[src/rtl/core/kfst_pkg.sv]
// Shared types, command codes and default sizes for the keyed flag set table.
`timescale 1ns / 1ps

package kfst_pkg;

  localparam int CAPACITY_DEF = 64;
  localparam int KEY_BITS_DEF = 32;

  localparam logic [1:0] CMD_ADD   = 2'd0;
  localparam logic [1:0] CMD_CLEAR = 2'd1;
  localparam logic [1:0] CMD_TEST  = 2'd2;

  typedef struct packed {
    logic [1:0]  cmd;
    logic [31:0] item_key;
    logic [31:0] flag_mask;
  } cmd_word_t;

  typedef struct packed {
    logic       answer;
    logic [6:0] entry_count;
    logic       table_full;
  } rsp_word_t;

endpackage

[src/rtl/core/keyed_flag_set_table.sv]
// Top level of the keyed flag set table: sequencer, scan compare unit and entry store.
`timescale 1ns / 1ps

// Each command word scans every entry of the store in index order through its
// single read port, one entry a cycle. After the scan a tail state covers the
// read latency and an update state registers the result word; cmd_stall stays
// high until the sequencer is back in idle, where the next command is taken.
// After reset a clearing pass walks the store once before the first command is
// taken. A result word waits in an output register; the update of the next
// command holds until it has been taken.
module keyed_flag_set_table
  import kfst_pkg::*;
#(
  parameter int CAPACITY = CAPACITY_DEF,
  parameter int KEY_BITS = KEY_BITS_DEF
) (
  input  logic      clk,
  input  logic      rst,
  input  logic      cmd_valid,
  output logic      cmd_stall,
  input  cmd_word_t cmd_word,
  output logic      rsp_valid,
  input  logic      rsp_stall,
  output rsp_word_t rsp_word
);

  localparam int KW = (KEY_BITS < 32) ? KEY_BITS : 32;
  localparam int AW = $clog2(CAPACITY);
  localparam int CW = $clog2(CAPACITY + 1);
  localparam int MW = 1 + KW + 32;
  localparam logic [AW-1:0] LAST = AW'(CAPACITY - 1);

  localparam logic [2:0] ST_CLR  = 3'd0;
  localparam logic [2:0] ST_IDLE = 3'd1;
  localparam logic [2:0] ST_SCAN = 3'd2;
  localparam logic [2:0] ST_TAIL = 3'd3;
  localparam logic [2:0] ST_UPD  = 3'd4;

  logic [2:0]    state;
  logic [AW-1:0] ptr;
  logic [CW-1:0] used_count;
  logic [1:0]    cmd;
  logic [KW-1:0] key;
  logic [31:0]   mask;

  logic          scan_v;
  logic [AW-1:0] scan_idx;
  logic          hit;
  logic [AW-1:0] hit_idx;
  logic [31:0]   hit_flags;
  logic          free_found;
  logic [AW-1:0] free_idx;

  logic          we;
  logic [AW-1:0] waddr;
  logic [MW-1:0] wdata;
  logic [MW-1:0] rdata;

  logic          upd_go;
  logic [CW-1:0] cnt_next;
  logic          answer_next;
  logic          full_next;
  logic [31:0]   clr_flags;

  kfst_ram #(
    .DEPTH(CAPACITY),
    .WIDTH(MW)
  ) u_ram (
    .clk  (clk),
    .we   (we),
    .waddr(waddr),
    .wdata(wdata),
    .re   (state == ST_SCAN),
    .raddr(ptr),
    .rdata(rdata)
  );

  assign cmd_stall = (state != ST_IDLE);
  assign upd_go    = (state == ST_UPD) && (!rsp_valid || !rsp_stall);
  assign clr_flags = hit_flags & ~mask;

  // update decision
  always_comb begin
    we          = 1'b0;
    waddr       = hit_idx;
    wdata       = {1'b1, key, hit_flags | mask};
    cnt_next    = used_count;
    answer_next = 1'b0;
    full_next   = 1'b0;
    if (state == ST_CLR) begin
      we    = 1'b1;
      waddr = ptr;
      wdata = '0;
    end else if (upd_go) begin
      case (cmd)
        CMD_ADD: begin
          answer_next = (used_count == '0);
          if (hit) begin
            we = 1'b1;
          end else if (free_found) begin
            we       = 1'b1;
            waddr    = free_idx;
            wdata    = {1'b1, key, mask};
            cnt_next = used_count + 1'b1;
          end else begin
            full_next   = 1'b1;
            answer_next = 1'b0;
          end
        end
        CMD_CLEAR: begin
          if (hit) begin
            we    = 1'b1;
            wdata = {(clr_flags != '0), key, clr_flags};
            if (clr_flags == '0) begin
              cnt_next = used_count - 1'b1;
            end
          end
          answer_next = (cnt_next == '0);
        end
        CMD_TEST: begin
          answer_next = hit && ((hit_flags & mask) != '0);
        end
        default: begin
          answer_next = 1'b0;
        end
      endcase
    end
  end

  // sequencer
  always_ff @(posedge clk) begin
    if (rst) begin
      state      <= ST_CLR;
      ptr        <= '0;
      used_count <= '0;
      scan_v     <= 1'b0;
      rsp_valid  <= 1'b0;
    end else begin
      scan_v <= (state == ST_SCAN);
      if (upd_go) begin
        rsp_valid <= 1'b1;
      end else if (rsp_valid && !rsp_stall) begin
        rsp_valid <= 1'b0;
      end
      case (state)
        ST_CLR: begin
          if (ptr == LAST) begin
            ptr   <= '0;
            state <= ST_IDLE;
          end else begin
            ptr <= ptr + 1'b1;
          end
        end
        ST_IDLE: begin
          if (cmd_valid) begin
            ptr   <= '0;
            state <= ST_SCAN;
          end
        end
        ST_SCAN: begin
          if (ptr == LAST) begin
            ptr   <= '0;
            state <= ST_TAIL;
          end else begin
            ptr <= ptr + 1'b1;
          end
        end
        ST_TAIL: begin
          state <= ST_UPD;
        end
        ST_UPD: begin
          if (upd_go) begin
            used_count <= cnt_next;
            state      <= ST_IDLE;
          end
        end
        default: begin
          state <= ST_IDLE;
        end
      endcase
    end
  end

  // command capture, scan compare unit and result word register
  always_ff @(posedge clk) begin
    scan_idx <= ptr;
    if (state == ST_IDLE && cmd_valid) begin
      cmd        <= cmd_word.cmd;
      key        <= cmd_word.item_key[KW-1:0];
      mask       <= cmd_word.flag_mask;
      hit        <= 1'b0;
      free_found <= 1'b0;
    end else if (scan_v) begin
      if (rdata[MW-1] && rdata[MW-2 -: KW] == key && !hit) begin
        hit       <= 1'b1;
        hit_idx   <= scan_idx;
        hit_flags <= rdata[31:0];
      end
      if (!rdata[MW-1] && !free_found) begin
        free_found <= 1'b1;
        free_idx   <= scan_idx;
      end
    end
    if (upd_go) begin
      rsp_word.answer      <= answer_next;
      rsp_word.entry_count <= 7'(cnt_next);
      rsp_word.table_full  <= full_next;
    end
  end

`ifndef SYNTH
  a_count_bound: assert property (@(posedge clk) disable iff (rst)
    used_count <= CW'(CAPACITY))
    else $error("entry count beyond capacity");

  a_count_moves_on_update: assert property (@(posedge clk) disable iff (rst)
    (!$past(rst) && !$stable(used_count)) |-> $past(state) == ST_UPD)
    else $error("entry count changed outside update");

  a_rsp_from_update: assert property (@(posedge clk) disable iff (rst)
    (!$past(rst) && $rose(rsp_valid)) |-> $past(state) == ST_UPD)
    else $error("result word raised outside update");

  a_full_only_when_full: assert property (@(posedge clk) disable iff (rst)
    (upd_go && full_next) |-> (!answer_next && used_count == CW'(CAPACITY)))
    else $error("add rejected on a table with room");
`endif

endmodule

[src/rtl/core/kfst_ram.sv]
// Single-port-write, single-port-read entry store with registered read data.
`timescale 1ns / 1ps

module kfst_ram #(
  parameter int DEPTH = 64,
  parameter int WIDTH = 65
) (
  input  logic                     clk,
  input  logic                     we,
  input  logic [$clog2(DEPTH)-1:0] waddr,
  input  logic [WIDTH-1:0]         wdata,
  input  logic                     re,
  input  logic [$clog2(DEPTH)-1:0] raddr,
  output logic [WIDTH-1:0]         rdata
);

  logic [WIDTH-1:0] mem [DEPTH];

  always_ff @(posedge clk) begin
    if (we) begin
      mem[waddr] <= wdata;
    end
  end

  always_ff @(posedge clk) begin
    if (re) begin
      rdata <= mem[raddr];
    end
  end

endmodule
[config.mk]
export PLATFORM = sky130hd
export DESIGN_NAME = keyed_flag_set_table
export DESIGN_NICKNAME = d
export VERILOG_FILES = /design/src/rtl/core/kfst_pkg.sv /design/src/rtl/core/keyed_flag_set_table.sv /design/src/rtl/core/kfst_ram.sv
export SDC_FILE = /design/constraint.sdc
export NUM_CORES = 2
export LEC_CHECK = 0
export ABC_AREA = 1
export CELL_PAD_IN_SITES_DETAIL_PLACEMENT = 0
export CELL_PAD_IN_SITES_GLOBAL_PLACEMENT = 2
export CORE_ASPECT_RATIO = 1.5
export CORE_MARGIN = 3
export CORE_UTILIZATION = 40
export CTS_BUF_LIST = sky130_fd_sc_hd__clkbuf_4 sky130_fd_sc_hd__clkbuf_8
export DETAILED_ROUTE_END_ITERATION = 10
export DONT_BUFFER_PORTS = 1
export PLACE_DENSITY_LB_ADDON = 0.1
export SLEW_MARGIN = 20
export SYNTH_ARGS = -nofsm -noshare
export SYNTH_HDL_FRONTEND = slang
export SYNTH_MEMORY_MAX_BITS = 65536
export SYNTH_SLANG_ARGS = --single-unit
[constraint.sdc]
create_clock -name clk -period 17.2 [get_ports clk]
set_clock_uncertainty 0.05 [all_clocks]
set_input_delay 3.44 -clock clk [delete_from_list [all_inputs] [get_ports clk]]
set_output_delay 3.44 -clock clk [all_outputs]
set_load 0.01 [all_outputs]
==> impl_results.md <==
* Max-cap violation count at 0
* Starting density of the core at 40.3%
* CP arrival at 7.63 ns
* DR iter-0 viols at 12600
* Num rows at 293
* Synth cell count leaders: 4344 x edfxtp_1, 2492 x nor2_1, 2066 x o21ai_0, 723 x o22ai_1, 705 x nand2_1
* Port bufs at 0
* Vias at 113000
* Fin. Hold Viols at 0
* Final slew viol count at 0
* Post-DRT Antenna Nets at 0
* Pwr per Cell Area at 114 nW/µm²
* Cell Chain, Critical Path: nand2_1 -> nand2_1 -> nor3_2 -> buf_4 -> o211ai_1 -> o21ai_1 -> inv_2 -> nor2_1 -> nand2_1 -> nor2_4 -> buf_4
* GRT overflow at 0
* DP Wirelength at 346 mm
* Number of fill cells at approximately 38000
* Post-route setup slack at slightly above 10 ns
* Bufs and invs on worst path at 3
* Router iterations before antenna repair at 6
* Clock transition at path regs at 0.07 ns
* Share of layout cells above drive strength 1 at 11.6%
* Rel. slew slack at 22.5%
* Largest net degree at the start of global routing at 185
* Post_cts resized at 0
* Area Growth Syn to Fin at 11.8%
* Via-to-Cell Ratio at 5.95
* CP max-delay cell: nor2_4
* Htree depth at 6
* Number of flops mapped to enable cells by yosys at 4344
* Placed Cells at 17800
* Crit path kind: in -> reg
* Number of distinct library cells after synthesis at 43
* Leakage at approximately 62 nW
* Total GRT Usage at 27.5%
* Async SR Flop Fraction at 0%
* Synth top area cells: edfxtp_1 76%, o21ai_0 6.0%, nor2_1 5.5%, o22ai_1 2.6%, o221ai_1 2.1%
* Worst slew pin tran at 1.16 ns
* Root Buffer: clkbuf_8
* TritonCTS clock tree: built
* Die height at 808 µm
* Total Die Area at 437000 µm²
* Io pins at 81
* First-pass GRT wire length at 860 mm
* Worst hold-check path type: reg -> reg
* CTS hold repair buffers at 0
* Count leader, synth: edfxtp_1
* WP data required at 18.02 ns
* Crit. End Element: flip-flop
* Fin util at 45.1%
* Non-Filler Instances at 19000
* Worst slack at placement at 9.15 ns
* Cell Area, Placed at 179000 µm²
* Global placement routability congestion at 0.842
* Reg2reg setup slack at ~11 ns
* DRC Markers at 0
* Synth top area share at 76.0%
* Syn Std Cell Area at 172000 µm²
* Critical path's largest stage delay at 1.05 ns
* Layout net count at 13000
* RSZ-0062 raised after global routing: no
* Die width at 541 µm
* Startpoint class of the critical path: input pin
* Prevailing post-synth register cell: edfxtp_1
* Max rail drop VDD at 0.0000859 V
* Initial antenna violation count at 40
* Crit-path max FO at 42
* Setup tns final at 0 ns
* Average cell area after synthesis at 13.4 µm²
* Worst path top cell family by delay: simple AND/OR/NAND/NOR gates
* Total CTS buffers at 675
* Seq cells post-synth at 4370
* Worst-Skew Late Latency at 1.26 ns
* Most Frequent Cell on Critical Path: nand2_1
* Vias in the first global route at 110000
* Setup Viol. Count Final at 0
* Sequential share of the synthesized area at 76.3%
* Syn_nets at 12900
* Mapped Cells at 12800
* Drt total wl at 619 mm
* Yosys top cell by area: edfxtp_1
* Fin crit share at around two fifths
* Ys Warns at 0
* CTS Buffer Depth at 4
* Core area at 426000 µm²
* Status: finished, final reports clean
* Min Tclk post-route at slightly below 7 ns
* Post-CTS Setup Bufs at 0
* Clock Sinks at 4370
* Avg WL per Cell at 32.5 µm
* Fmax at 0.147 GHz
* Post-route cell area at 192000 µm²
routing by layer:
metal	track usage, %	vias to the layer above	wire length, µm
met5	0	-	71
met1	36.5	59000	252000
met2	46.5	4722	304000
met4	9.11	10	22300
li1	-	48500	-
met3	3.75	1017	40800
metrics by stage:
step	hold WS, ns	total power [mW]
final	0.371	21.8
after global routing	0.385	22.6
after CTS	0.371	22.0
after detailed placement	0.355	13.5
after global placement	0.354	13.5
after floorplan	0.276	12.8
cells in the final DEF, fill, tap and decap left out, types with 55 or more instances in the layout:
master	count
clkinv_1	183
clkbuf_8	704
clkbuf_4	186
a21oi_1	55
nor2_1	2384
edfxtp_1	4344
o221ai_1	417
inv_1	122
nand3_1	363
nand2_1	704
o211ai_1	120
o22ai_1	723
nor2_4	109
clkinv_2	71
o21ai_1	270
buf_4	338
o21ai_0	2066
layout make-up:
cell class / instances / area [µm²] / share of cell area [%]
antenna: 17 / 42.5 / 0.0222
clock buffer: 890 / 11100 / 5.78
clock inverter: 296 / 1780 / 0.927
inverter: 152 / 619 / 0.323
multi-input combinational: 7359 / 37300 / 19.5
sequential: 4370 / 131000 / 68.3
tap: 5605 / 7010 / 3.66
timing repair buffer: 356 / 2920 / 1.52
state kept, by name, summed over array words and instances (netlist names), 6 cells and up:
register / flops
rsp_word: 9
free_idx: 6
key: 32
ptr: 6
u_ram.rdata: 65
used_count: 7
hit_idx: 6
scan_idx: 6
hit_flags: 32
mask: 32
u_ram.mem: 4160
logic make-up (layout without fill, tap and decap cells):
| family | after synthesis | after routing | share of synthesized area (%) |
|---|---|---|---|
| AOI/OAI and AO/OA | 3739 | 3739 | 12.7 |
| xor gates and xnor gates | 5 | 5 | 0.0255 |
| adders and majority gates | 4 | 4 | 0.0292 |
| buffers and inverters | 1082 | 1694 | 2.65 |
| DFF | 4370 | 4370 | 76.3 |
| other | 0 | 17 | 0 |
| and+or+nand+nor | 3611 | 3611 | 8.27 |
power by group:
group / internal, mW / total, mW / switching, mW
Sequential: 11.6 / 11.6 / 0.0213
Combinational: 0.410 / 1.62 / 1.21
Clock: 4.41 / 8.53 / 4.12
Total: 16.4 / 21.8 / 5.36
worst register-to-register path: cells and delay by family, from the launching register on:
family | cells | cell delay, ns
buf+inv | 5 | 3.92
compound gates | 5 | 1.35
flops | 1 | 0.56
simple gates | 1 | 0.14
worst paths after layout:
kind	from	to	cells past startpoint
setup / recovery	rsp_stall	u_ram.mem[51][62]	11
hold / removal	u_ram.rdata[30]	hit_flags[30]	0
setup reg to reg	ptr[0]	u_ram.rdata[11]	11
hold reg to reg	u_ram.rdata[30]	hit_flags[30]	0
No activity file was read; power rests on OpenSTA's default activity.
